File: src/hdl/cmab_pkg.sv
`timescale 1ns / 1ps
// ----------------------------------------------------------------------------
// cmab_pkg
// Shared types and constants of the disc-masked RGB565 overlay blend.
// ----------------------------------------------------------------------------
package cmab_pkg;

   localparam int COORD_RANGE = 1024;
   localparam int COORD_W     = 10;
   localparam int PIXEL_W     = 16;
   localparam int ALPHA_W     = 8;
   localparam int CSR_IDX_W   = 3;
   localparam int CSR_DATA_W  = 16;

   localparam logic [COORD_W-1:0] COORD_LIMIT = COORD_W'(COORD_RANGE - 1);

   localparam logic [CSR_IDX_W-1:0] CSR_CENTER_X      = 3'd0;
   localparam logic [CSR_IDX_W-1:0] CSR_CENTER_Y      = 3'd1;
   localparam logic [CSR_IDX_W-1:0] CSR_RADIUS        = 3'd2;
   localparam logic [CSR_IDX_W-1:0] CSR_BLEND_ALPHA   = 3'd3;
   localparam logic [CSR_IDX_W-1:0] CSR_OVERLAY_COLOR = 3'd4;

   typedef struct packed {
      logic [COORD_W-1:0] pixel_x;
      logic [COORD_W-1:0] pixel_y;
      logic [PIXEL_W-1:0] pixel_in;
   } req_type;

   typedef struct packed {
      logic [PIXEL_W-1:0] pixel_out;
      logic               was_blended;
   } rsp_type;

   typedef struct packed {
      logic s1_load;
      logic s2_load;
   } pipe_ctrl_type;

endpackage

File: src/hdl/cmab_blend_unit.sv
`timescale 1ns / 1ps
// ----------------------------------------------------------------------------
// cmab_blend_unit
// Two-stage per-channel alpha blend: weighted sum, then rounded divide by 255.
// ----------------------------------------------------------------------------
module cmab_blend_unit (
   input  logic                          clock,
   input  cmab_pkg::pipe_ctrl_type       ctrl,
   input  logic [cmab_pkg::PIXEL_W-1:0]  dst_pixel,
   input  logic [cmab_pkg::PIXEL_W-1:0]  src_pixel,
   input  logic [cmab_pkg::ALPHA_W-1:0]  alpha,
   output logic [cmab_pkg::PIXEL_W-1:0]  blend_pixel
);

   function automatic logic [13:0] mix_sum(input logic [5:0] s, input logic [5:0] d,
                                           input logic [7:0] a);
      logic [7:0] inv;
      inv = 8'd255 - a;
      return 14'(s) * 14'(a) + 14'(d) * 14'(inv) + 14'd127;
   endfunction

   // floor(x / 255) for x below 16320
   function automatic logic [5:0] div255(input logic [13:0] x);
      logic [13:0] t;
      t = x + 14'd1 + 14'(x >> 8);
      return t[13:8];
   endfunction

   logic [13:0] red_sum_ff, red_sum_in;
   logic [13:0] grn_sum_ff, grn_sum_in;
   logic [13:0] blu_sum_ff, blu_sum_in;
   logic [15:0] blend_ff, blend_in;
   logic [5:0]  red_q, grn_q, blu_q;

   always_comb begin
      red_sum_in = mix_sum({1'b0, src_pixel[15:11]}, {1'b0, dst_pixel[15:11]}, alpha);
      grn_sum_in = mix_sum(src_pixel[10:5], dst_pixel[10:5], alpha);
      blu_sum_in = mix_sum({1'b0, src_pixel[4:0]}, {1'b0, dst_pixel[4:0]}, alpha);
   end

   always_comb begin
      red_q    = div255(red_sum_ff);
      grn_q    = div255(grn_sum_ff);
      blu_q    = div255(blu_sum_ff);
      blend_in = {red_q[4:0], grn_q, blu_q[4:0]};
   end

   always_ff @(posedge clock) begin
      if (ctrl.s1_load) begin
         red_sum_ff <= red_sum_in;
         grn_sum_ff <= grn_sum_in;
         blu_sum_ff <= blu_sum_in;
      end
      if (ctrl.s2_load) begin
         blend_ff <= blend_in;
      end
   end

   assign blend_pixel = blend_ff;

endmodule

File: src/hdl/circle_masked_rgb565_alpha_blend.sv
`timescale 1ns / 1ps
// ----------------------------------------------------------------------------
// circle_masked_rgb565_alpha_blend
// Blends a configured RGB565 colour over pixels that lie inside a disc.
//
// req_valid/req_stall/req_data carry one pixel item (x, y, RGB565 colour).
// rsp_valid/rsp_stall/rsp_data return the resulting pixel and a blended flag,
// one item for every item taken, in order.
// csr_valid/csr_ready/csr_index/csr_wdata write the centre, radius, alpha and
// overlay colour; csr_ready is always high, writes to unused indexes are
// dropped. Write the registers only while no item is in flight.
// Each accepted item passes three register stages (distance and channel sums,
// squares and divide by 255, compare and select) before rsp_valid; throughput
// is one item per cycle while the receiver does not stall.
// Reset clears the registers to zero (overlay disabled) and empties the
// pipeline. A stalled receiver holds the output item; stages behind it keep
// filling bubbles and req_stall rises only once every stage holds an item.
// ----------------------------------------------------------------------------
module circle_masked_rgb565_alpha_blend #(
   parameter int COORD_RANGE = cmab_pkg::COORD_RANGE
) (
   input  logic                             clock,
   input  logic                             reset,
   input  logic                             req_valid,
   output logic                             req_stall,
   input  cmab_pkg::req_type                req_data,
   output logic                             rsp_valid,
   input  logic                             rsp_stall,
   output cmab_pkg::rsp_type                rsp_data,
   input  logic                             csr_valid,
   output logic                             csr_ready,
   input  logic [cmab_pkg::CSR_IDX_W-1:0]   csr_index,
   input  logic [cmab_pkg::CSR_DATA_W-1:0]  csr_wdata
);

   localparam logic [cmab_pkg::COORD_W-1:0] COORD_LIMIT = 10'(COORD_RANGE - 1);

   function automatic logic [cmab_pkg::COORD_W-1:0] clamp_coord(
      input logic [cmab_pkg::COORD_W-1:0] v);
      if ({3'b000, v} >= 13'(COORD_RANGE)) begin
         return COORD_LIMIT;
      end
      return v;
   endfunction

   function automatic logic [9:0] abs_diff(input logic [9:0] a, input logic [9:0] b);
      logic [10:0] d;
      logic [10:0] n;
      d = {1'b0, a} - {1'b0, b};
      n = -d;
      return d[10] ? n[9:0] : d[9:0];
   endfunction

   // configuration registers
   logic [9:0]  center_x_ff, center_y_ff, radius_ff;
   logic [7:0]  blend_alpha_ff;
   logic [15:0] overlay_color_ff;
   logic        csr_write;

   assign csr_ready = 1'b1;
   assign csr_write = csr_valid & csr_ready;

   always_ff @(posedge clock) begin
      if (reset) begin
         center_x_ff      <= '0;
         center_y_ff      <= '0;
         radius_ff        <= '0;
         blend_alpha_ff   <= '0;
         overlay_color_ff <= '0;
      end else if (csr_write) begin
         case (csr_index)
            cmab_pkg::CSR_CENTER_X:      center_x_ff      <= csr_wdata[9:0];
            cmab_pkg::CSR_CENTER_Y:      center_y_ff      <= csr_wdata[9:0];
            cmab_pkg::CSR_RADIUS:        radius_ff        <= csr_wdata[9:0];
            cmab_pkg::CSR_BLEND_ALPHA:   blend_alpha_ff   <= csr_wdata[7:0];
            cmab_pkg::CSR_OVERLAY_COLOR: overlay_color_ff <= csr_wdata;
            default: begin
            end
         endcase
      end
   end

   // pipeline control
   logic v1_ff, v2_ff, v3_ff;
   logic ready1, ready2, ready3;
   logic req_take;
   cmab_pkg::pipe_ctrl_type ctrl;

   assign ready3    = ~v3_ff | ~rsp_stall;
   assign ready2    = ~v2_ff | ready3;
   assign ready1    = ~v1_ff | ready2;
   assign req_stall = ~ready1;
   assign req_take  = req_valid & ready1;

   assign ctrl.s1_load = ready1;
   assign ctrl.s2_load = ready2;

   always_ff @(posedge clock) begin
      if (reset) begin
         v1_ff <= 1'b0;
         v2_ff <= 1'b0;
         v3_ff <= 1'b0;
      end else begin
         if (ready1) v1_ff <= req_valid;
         if (ready2) v2_ff <= v1_ff;
         if (ready3) v3_ff <= v2_ff;
      end
   end

   // stage 1: absolute distances
   logic [9:0]  adx_ff, adx_in, ady_ff, ady_in;
   logic [15:0] pin1_ff;

   always_comb begin
      adx_in = abs_diff(clamp_coord(req_data.pixel_x), clamp_coord(center_x_ff));
      ady_in = abs_diff(clamp_coord(req_data.pixel_y), clamp_coord(center_y_ff));
   end

   // stage 2: squares
   logic [19:0] dx2_ff, dx2_in, dy2_ff, dy2_in, rr_ff, rr_in;
   logic [15:0] pin2_ff;

   always_comb begin
      dx2_in = 20'(adx_ff) * 20'(adx_ff);
      dy2_in = 20'(ady_ff) * 20'(ady_ff);
      rr_in  = 20'(radius_ff) * 20'(radius_ff);
   end

   // stage 3: compare and select
   logic [15:0]       blend_pixel;
   logic [20:0]       dist_sum;
   logic              in_disc;
   cmab_pkg::rsp_type rsp_ff, rsp_in;

   always_comb begin
      dist_sum = 21'(dx2_ff) + 21'(dy2_ff);
      in_disc  = (radius_ff != 10'd0) && (blend_alpha_ff != 8'd0) &&
                 (dist_sum <= 21'(rr_ff));
      rsp_in.pixel_out   = in_disc ? blend_pixel : pin2_ff;
      rsp_in.was_blended = in_disc;
   end

   always_ff @(posedge clock) begin
      if (ready1) begin
         adx_ff  <= adx_in;
         ady_ff  <= ady_in;
         pin1_ff <= req_data.pixel_in;
      end
      if (ready2) begin
         dx2_ff  <= dx2_in;
         dy2_ff  <= dy2_in;
         rr_ff   <= rr_in;
         pin2_ff <= pin1_ff;
      end
      if (ready3) begin
         rsp_ff <= rsp_in;
      end
   end

   cmab_blend_unit u_blend (
      .clock       (clock),
      .ctrl        (ctrl),
      .dst_pixel   (req_data.pixel_in),
      .src_pixel   (overlay_color_ff),
      .alpha       (blend_alpha_ff),
      .blend_pixel (blend_pixel)
   );

   assign rsp_valid = v3_ff;
   assign rsp_data  = rsp_ff;

   // checks
   a_blend_needs_enable: assert property (@(posedge clock) disable iff (reset)
      rsp_valid && rsp_data.was_blended |-> radius_ff != 10'd0 && blend_alpha_ff != 8'd0)
      else $error("blended item with overlay disabled");

   a_stalled_item_kept: assert property (@(posedge clock) disable iff (reset)
      rsp_valid && rsp_stall |=> rsp_valid)
      else $error("stalled output item dropped");

   a_take_fills_stage1: assert property (@(posedge clock) disable iff (reset)
      req_take |=> v1_ff)
      else $error("accepted item not captured");

   a_reset_empties: assert property (@(posedge clock)
      reset |=> !rsp_valid && !v1_ff && !v2_ff)
      else $error("pipeline not empty after reset");

   a_full_stall_only: assert property (@(posedge clock) disable iff (reset)
      req_stall |-> v1_ff && v2_ff && v3_ff && rsp_stall)
      else $error("input stalled with room in pipeline");

endmodule
File: config.mk
export PLATFORM = sky130hd
export DESIGN_NAME = circle_masked_rgb565_alpha_blend
export DESIGN_NICKNAME = d
export VERILOG_FILES = /design/src/hdl/cmab_pkg.sv /design/src/hdl/cmab_blend_unit.sv /design/src/hdl/circle_masked_rgb565_alpha_blend.sv
export SDC_FILE = /design/constraint.sdc
export NUM_CORES = 1
export LEC_CHECK = 0
export ABC_AREA = 1
export ABC_CLOCK_PERIOD_IN_PS = 6900
export BUFFER_PORTS_ARGS = -buffer_cell sky130_fd_sc_hd__buf_2
export CAP_MARGIN = 10
export CELL_PAD_IN_SITES_DETAIL_PLACEMENT = 1
export CELL_PAD_IN_SITES_GLOBAL_PLACEMENT = 2
export CORE_ASPECT_RATIO = 0.8
export CORE_MARGIN = 1.5
export CORE_UTILIZATION = 41
export CTS_CLUSTER_SIZE = 10
export DETAILED_ROUTE_END_ITERATION = 10
export GPL_ROUTABILITY_DRIVEN = 0
export PLACE_DENSITY_LB_ADDON = 0.12
export SYNTH_ARGS = -nofsm -noshare
export SYNTH_HDL_FRONTEND = slang
export SYNTH_SLANG_ARGS = --single-unit
File: constraint.sdc
create_clock -name clock -period 6.9 [get_ports clock]
set_input_delay 0.345 -clock clock [delete_from_list [all_inputs] [get_ports clock]]
set_output_delay 0.345 -clock clock [all_outputs]
set_load 0.03 [all_outputs]
==> results of run 1 <==
-- through the flow --
step	std cells	utilization	hold WS, ns
finish	4128	0.4467	0.02865
detailed placement	4068	0.4320	0.4061
global route	4128	0.4467	0.01523
CTS	4128	0.4467	0.001161
floorplan	3153	-	0.4003
global placement	4068	0.4320	0.4003
-- layer usage --
| layer | track usage | up-vias |
|---|---|---|
| li1 | - | 9820 |
| met1 | 0.3530 | 10205 |
| met2 | 0.3508 | 285 |
| met3 | 0.02323 | 75 |
| met4 | 0.04139 | 0 |
| met5 | 0 | - |
-- synth_stat cells (18+ instances only) --
| cell | count | area share |
|---|---|---|
| sky130_fd_sc_hd__inv_1 | 737 | 0.10 |
| sky130_fd_sc_hd__nand3_1 | 78 | 0.014 |
| sky130_fd_sc_hd__clkbuf_1 | 76 | 0.010 |
| sky130_fd_sc_hd__edfxtp_1 | 184 | 0.20 |
| sky130_fd_sc_hd__a211oi_1 | 34 | 0.0092 |
| sky130_fd_sc_hd__nor2_1 | 179 | 0.024 |
| sky130_fd_sc_hd__xnor2_1 | 45 | 0.014 |
| sky130_fd_sc_hd__fa_1 | 336 | 0.24 |
| sky130_fd_sc_hd__nand4_1 | 20 | 0.0045 |
| sky130_fd_sc_hd__a21o_1 | 18 | 0.0049 |
| sky130_fd_sc_hd__a21oi_1 | 150 | 0.027 |
| sky130_fd_sc_hd__xor2_1 | 108 | 0.034 |
| sky130_fd_sc_hd__ha_1 | 326 | 0.15 |
| sky130_fd_sc_hd__dfxtp_1 | 57 | 0.041 |
| sky130_fd_sc_hd__nand2_1 | 615 | 0.083 |
| sky130_fd_sc_hd__nand2_2 | 21 | 0.0047 |
| sky130_fd_sc_hd__o21ai_0 | 46 | 0.0083 |
-- flip-flops by register name, summed over array words and instances, names as in the netlist, 14 cells and up --
| register | flops |
|---|---|
| dx2_ff | 19 |
| dy2_ff | 19 |
| rr_ff | 19 |
| rsp_data | 17 |
| overlay_color_ff | 16 |
| pin1_ff | 16 |
| pin2_ff | 16 |
| u_blend.blend_pixel | 16 |
| u_blend.blu_sum_ff | 14 |
| u_blend.grn_sum_ff | 14 |
| u_blend.red_sum_ff | 14 |
-- worst max-delay path: stages, from the launching register on --
cell and delay (ns):
sky130_fd_sc_hd__dfxtp_1 0.99, sky130_fd_sc_hd__inv_1 0.48, sky130_fd_sc_hd__nand2_1 0.19, sky130_fd_sc_hd__fa_1 0.44, sky130_fd_sc_hd__inv_1 0.11, sky130_fd_sc_hd__fa_1 0.41
sky130_fd_sc_hd__inv_1 0.09, sky130_fd_sc_hd__fa_1 0.44, sky130_fd_sc_hd__fa_1 0.49, sky130_fd_sc_hd__fa_1 0.49, sky130_fd_sc_hd__inv_1 0.04, sky130_fd_sc_hd__ha_1 0.37
sky130_fd_sc_hd__nand3_1 0.11, sky130_fd_sc_hd__nand3_1 0.18, sky130_fd_sc_hd__a21oi_1 0.29, sky130_fd_sc_hd__o21ai_0 0.13, sky130_fd_sc_hd__a21oi_1 0.17, sky130_fd_sc_hd__xnor2_1 0.09
-- worst paths after layout --
path              cells after the start                                end
hold reg to reg                       0               pin2_ff[2]$_DFFE_PP_
setup reg to reg                     17   u_blend.red_sum_ff[11]$_DFFE_PN_
hold / removal                        3  overlay_color_ff[15]$_SDFFE_PP0P_
setup / recovery                     17   u_blend.red_sum_ff[11]$_DFFE_PN_
-- kinds of logic after synthesis --
logic type	Yosys count	synth area share
adder cells (fa/ha/maj)	662	0.3896
buffers and inverters	834	0.1147
flip-flops	241	0.2404
AO/OA/AOI/OAI	306	0.06492
XOR/XNOR	154	0.04890
AND/OR/NAND/NOR	955	0.1414
other	1	0.0001352
-- final cells by class --
type,instances,area (um2)
multi-input cells,2078,17890
fillers,7860,37130
clock inverters,7,68.82
well taps,913,1142
repair buffers,95,523.0
clock buffers,51,900.9
flip-flops and latches,241,6666
inverters,743,2791
-- repair_timing --
item | 4_1_cts | 5_1_grt
hold buffers | 2 | 0
resized for setup | 0 | 0
endpoints found under the hold margin | 2 | 0
==> out/summary.md, run 1 <==
The path class of the tightest hold or removal check is in2reg. The run gives 1 as the number of H-tree levels. After detailed routing, the average wire length per cell comes to 18.60 um. The hold violation total from the final report is 0. The post-CTS setup-driven buffer insertion count is 0, and the largest clock skew in the final design is 0.01950 ns. The distinct cell type count after synthesis came out at 53. The wire length of the first global-routing pass came out at 124700 um. The leading cell type in the layout, fill and taps excluded is sky130_fd_sc_hd__inv_1.

In the final timing run, aggregate negative setup slack is 0 ns. In this run, synthesis inferred 184 flip-flops with an integrated enable. The total length of routed wires was 76790 um; the number of clock sinks was 241. STA classifies the critical path endpoint as a flip-flop.

For the final number of max-transition violations, the log shows 0. The repair_antennas step left the layout with diodes totalling 0. Number of violations reported at the end of detailed-routing iteration 0: 1039. The iteration count of the initial detailed-routing pass came out at 5. The floorplan step defined a die boundary enclosing 0.06922 mm2.

The initial core utilization is 0.4133, and the synthesized instance count is 3153. The startpoint of the worst hold path is csr_wdata[15]. The run finished with clean final reports.

Data arrives at the worst endpoint at 6.10 ns. The number of storage elements in the synthesis netlist came out at 241. The number of nets handed over by synthesis was 3875. For the pin with the worst max-slew slack, the measured transition is 1.061 ns. Detailed routing placed a total of 32950 um of wire on met2. Summing every instance area after synthesis gives 0.02773 mm2. After detailed routing, the wire length on met1 is 39860 um. The placed cell area is 0.02899 mm2, and the reported max-cap violation count is 0. Signal routing reaches up to met4. The tools report the number of ports placed on the die boundary as 80. The die is 235.6 um tall.

For this run, the leading register cell type out of synthesis is sky130_fd_sc_hd__edfxtp_1. Average footprint of a synthesized cell: 8.796 um2. The later pin in the worst-skew pair is clocked with a latency of 0.60 ns. The length of routed met3 wiring was 2592 um; the layout cell share with drive strength beyond 1 was 0.05910. For the final worst slack, the log shows 1.133 ns.

Setup repair after global routing left no endpoint under its margin. For the data required time at the worst endpoint, the log shows 7.23 ns. Placed wire-length estimate after detailed placement: 63300 um. The number of global-route vias before repair is 22513, and the number of vias after detailed routing is 20385. The area growth from synthesis to layout is 8.098%.

The worst register-to-register path has a setup slack of 1.13 ns. The initial antenna violation count came out at 1. The library cells used most frequently in the layout, excluding fill and tap cells, are 735 x sky130_fd_sc_hd__inv_1, 615 x sky130_fd_sc_hd__nand2_1, 336 x sky130_fd_sc_hd__fa_1. The final cycle utilization of the critical path is 0.8358, and the via density per instance is 4.938. The register clock-pin slew on the reported worst setup and hold paths was 0.06 ns; the net total in the final layout was 3912. Along the worst path, the maximum fanout reaches 22. The floorplan has 85 rows.

The type of the worst setup path was reg2reg. The root buffer cell chosen for the clock tree is sky130_fd_sc_hd__clkbuf_16. Category of the worst setup path launch point: a flip-flop. For this run, the number of Yosys warnings is 0.

The run gives 0.2404 as the fraction of the yosys area taken by sequential cells. The final setup violation count was 0; the x dimension of the die was 293.8 um. Startpoint of the worst-slack reg-to-reg timing path: blend_alpha_ff[2]$_SDFFE_PP0P_. Relative slew slack: 0.2906. TritonCTS built the clock tree.

The worst slack at placement came out at 1.161 ns. After detailed routing, the number of remaining DRC violations is 0. The maximum operating frequency is 173.4 MHz, and the core region area is 0.06711 mm2. The TritonCTS buffer count is 31, and the time the final worst path needs with I/O delays and setup is 5.767 ns. Entering global routing, the biggest net connects 69 pins. The maximum clock path buffer count is 3, and the post-route cell area is 0.02998 mm2.

The async set-or-reset flop fraction in the synthesized netlist came out at 0. The count of input and output buffers is 78. The logs give 0.2295 for the global-route usage over all layers and 0 for the overall overflow remaining after global route. The most critical setup path has its startpoint at blend_alpha_ff[2]$_SDFFE_PP0P_. The count of nets left with antenna violations once routing finished came out at 0.
Power of run 1 is left out: the tool's default activity adds up to more than one toggle a clock period on the data nets, which glitch-free logic cannot reach.
==> run 2, diff against run 1 <==
--- a/config.mk
+++ b/config.mk
@@ -6,14 +6,14 @@
 export NUM_CORES = 1
 export LEC_CHECK = 0
 export ABC_AREA = 1
-export ABC_CLOCK_PERIOD_IN_PS = 6900
+export ABC_CLOCK_PERIOD_IN_PS = 4900
 export BUFFER_PORTS_ARGS = -buffer_cell sky130_fd_sc_hd__buf_2
 export CAP_MARGIN = 10
 export CELL_PAD_IN_SITES_DETAIL_PLACEMENT = 1
 export CELL_PAD_IN_SITES_GLOBAL_PLACEMENT = 2
 export CORE_ASPECT_RATIO = 0.8
 export CORE_MARGIN = 1.5
-export CORE_UTILIZATION = 41
+export CORE_UTILIZATION = 37
 export CTS_CLUSTER_SIZE = 10
 export DETAILED_ROUTE_END_ITERATION = 10
 export GPL_ROUTABILITY_DRIVEN = 0
==> constraint.sdc (replaced) <==
create_clock -name clock -period 4.9 [get_ports clock]
set_input_delay 0.245 -clock clock [delete_from_list [all_inputs] [get_ports clock]]
set_output_delay 0.245 -clock clock [all_outputs]
set_load 0.03 [all_outputs]
==> out/summary.md, run 2 (synthesized netlist as in run 1, its figures left out) <==
The number of H-tree levels was 2 (+1); the actual slew at the worst max-slew pin was 1.010 ns (-0.05123 ns). The tools report the number of vias after detailed routing as 21081 (+3.4%). TritonCTS built the clock tree. The run gives 0.03088 ns (+0.002227 ns) as the hold slack.

The run gives 81170 um (+5.7%) as the total length of routed wires. The flop-to-flop setup slack was 0.14 ns (-0.99 ns). By startpoint and endpoint, the worst setup path is classified as reg2reg.

For the signal arrival time at the worst endpoint, the log shows 5.04 ns (-1.06 ns). The category of the worst setup path launch point is a flip-flop. The library cell used most frequently in the layout, excluding fill and tap cells, is sky130_fd_sc_hd__inv_1. The post-route cell area is 0.03218 mm2 (+7.4%), and the final cycle utilization of the critical path is 0.9707 (+0.1349). The run gives 0 (unchanged) as the remaining routing DRC violations. Setup repair after global routing could not meet its margin everywhere. The pin count of the biggest net entering global routing is 58 (-16%).

The register clock-pin slew on the reported worst setup and hold paths came out at 0.05 ns (about the same). The number of diodes added for antenna fixing is 0 (unchanged), and the y dimension of the die is 247.9 um (+5.2%). The final worst slack came out at 0.1436 ns (-0.9897 ns). For the global-route usage over all layers, the log shows 0.2179 (-0.01163).

The relative slew slack was 0.3267 (+0.03614). The highest net fanout along the worst path works out to 6 (-73%). The worst register-to-register path begins at blend_alpha_ff[2]$_SDFFE_PP0P_. The run gives 34 (+9.7%) as the TritonCTS buffer count.

The maximum clock path buffer count was 3 (unchanged); the maximum operating frequency was 210.2 MHz (+21%). The worst slack at placement came out at -0.1265 ns (-1.288 ns). The logs give 5.19 ns (-2.04 ns) for the data required time at the worst endpoint and 89 (+4.7%) for the number of placement rows. The worst min-delay path endpoint is pin1_ff[10]$_DFFE_PN_. The classification of the worst-slack hold path is in2reg.

The run gives 0.07394 mm2 (+10%) as the core region area. The tools report the number of clock sinks as 241 (unchanged). For the iteration count of the initial detailed-routing pass, the log shows 6 (+1). The number of violations reported at the end of detailed-routing iteration 0 was 963 (-7.3%); the overall overflow remaining after global route was 0 (unchanged). The library cells used most frequently in the layout, excluding fill and tap cells, are 725 x sky130_fd_sc_hd__inv_1, 606 x sky130_fd_sc_hd__nand2_1, 331 x sky130_fd_sc_hd__fa_1. Reported max-cap violation count: 0 (unchanged). The time the final worst path needs with I/O delays and setup came out at 4.756 ns (-1.010 ns).

The clock root buffer was sky130_fd_sc_hd__clkbuf_16. The x dimension of the die was 309.1 um (+5.2%). The placed wire-length estimate after detailed placement was 67380 um (+6.4%); the initial antenna violation count was 1 (unchanged). Compared with the post-synthesis result, the final layout area differs by 16.05%. The worst hold path stage count works out to 1 (-2). The placed cell area is 0.03033 mm2 (+4.6%), and the layout cell share with drive strength beyond 1 is 0.1379 (+0.07879). The number of global-route vias before repair was 23235 (+3.2%); the die area was 0.07662 mm2 (+11%).

The tools report the nature of the critical path endpoint as a flip-flop. The via density per instance was 4.797 (-2.9%). The antenna violation net count after detailed routing came out at 0 (unchanged). The routed length per instance was 18.47 um (-0.71%); the hold violation total from the final report was 0 (unchanged). The largest clock skew in the final design is 0.02036 ns (+0.0008563 ns), and the worst reg2reg path depth is 20 (+3). The largest registers in the layout are dx2_ff x19, dy2_ff x19, rr_ff x19.

The flow ran to the end, and the final reports show no timing, DRC or antenna violations. The net total in the final layout is 4095 (+4.7%), and the initial core utilization is 0.3751 (-0.03819). The startpoint identified for the worst hold timing path is req_data[10]. The count of input and output buffers was 78 (unchanged). The tools report the final setup violation count as 0 (unchanged).

The worst register-to-register path ends at u_blend.grn_sum_ff[12]$_DFFE_PN_. The number of ports placed on the die boundary is 80 (unchanged). The insertion delay to the later sink of the worst-skew pair is 0.55 ns (-0.05 ns), and the wire length of the first global-routing pass is 129500 um (+3.9%).

The run gives 0 (unchanged) as the final number of max-transition violations.
run 2: changes by cell type in the layout (fill, tap and decap cells not counted), sizes merged:
cell / before / now
buf: 93 / 262
dlygate4sd3: 2 / 12
clkinvlp: 0 / 9
clkbuf: 51 / 45
inv: 740 / 737
run 2: layout make-up:
cell class | count | area [um2]
Tap cell | 1001 | 1252
Multi-Input combinational cell | 2078 | 18350
Fill cell | 8674 | 41760
Clock buffer | 44 | 909.6
Inverter | 743 | 2818
Clock inverter | 13 | 102.6
Sequential cell | 241 | 6691
Timing Repair Buffer | 275 | 2064
run 2: stage by stage:
stage	std cells	util	TNS (ns)
after global routing	4395	0.4353	-0.2087
after floorplan	3153	-	0
after global placement	4307	0.4102	-0.1237
after detailed placement	4307	0.4102	-0.3911
after CTS	4377	0.4263	0
final	4395	0.4353	0
run 2: critical path: stages (launching register included):
cell and delay [ns]:
sky130_fd_sc_hd__dfxtp_4 0.35, sky130_fd_sc_hd__buf_4 0.12, sky130_fd_sc_hd__clkbuf_16 0.14, sky130_fd_sc_hd__nor2_1 0.06
sky130_fd_sc_hd__fa_1 0.50, sky130_fd_sc_hd__inv_1 0.06, sky130_fd_sc_hd__fa_1 0.53, sky130_fd_sc_hd__inv_1 0.06
sky130_fd_sc_hd__fa_1 0.50, sky130_fd_sc_hd__fa_1 0.50, sky130_fd_sc_hd__inv_1 0.05, sky130_fd_sc_hd__fa_1 0.47
sky130_fd_sc_hd__inv_1 0.06, sky130_fd_sc_hd__ha_4 0.23, sky130_fd_sc_hd__a21oi_2 0.16, sky130_fd_sc_hd__nand2_2 0.10
sky130_fd_sc_hd__a21oi_4 0.17, sky130_fd_sc_hd__o21ai_2 0.08, sky130_fd_sc_hd__a21oi_1 0.13, sky130_fd_sc_hd__o21ai_1 0.08
sky130_fd_sc_hd__xor2_1 0.14
run 2: routing by layer:
| layer | track usage | vias to the layer above | share of wire |
|---|---|---|---|
| li1 | - | 10195 | - |
| met1 | 0.3241 | 10550 | 0.51 |
| met5 | 0 | - | 0 |
| met2 | 0.3436 | 272 | 0.44 |
| met3 | 0.02288 | 64 | 0.033 |
| met4 | 0.04037 | 0 | 0.015 |
run 2: timing repair:
action                                  4_1_cts  5_1_grt
gates cloned                                  0        1
hold buffers                                 12        0
pin swaps                                     2       36
endpoints found under the hold margin        12        0
resized for setup                            15      128
setup buffers                                 1       17
endpoints found under the setup margin        6       38
run 2: worst max-delay path by stage:
stage / from / end / cells past startpoint
after detailed placement: blend_alpha_ff[6]$_SDFFE_PP0P_ / u_blend.red_sum_ff[11]$_DFFE_PN_ / 18
after floorplan: rsp_valid$_SDFFE_PP0P_ / adx_ff[0]$_DFFE_PN_ / 5
after global placement: blend_alpha_ff[6]$_SDFFE_PP0P_ / u_blend.red_sum_ff[11]$_DFFE_PN_ / 18
after global routing: ady_ff[3]$_DFFE_PN_ / dy2_ff[15]$_DFFE_PP_ / 16
final: blend_alpha_ff[2]$_SDFFE_PP0P_ / u_blend.grn_sum_ff[12]$_DFFE_PN_ / 20
after CTS: ady_ff[4]$_DFFE_PN_ / dy2_ff[19]$_DFFE_PP_ / 17
Power of run 2 is left out for the same reason.
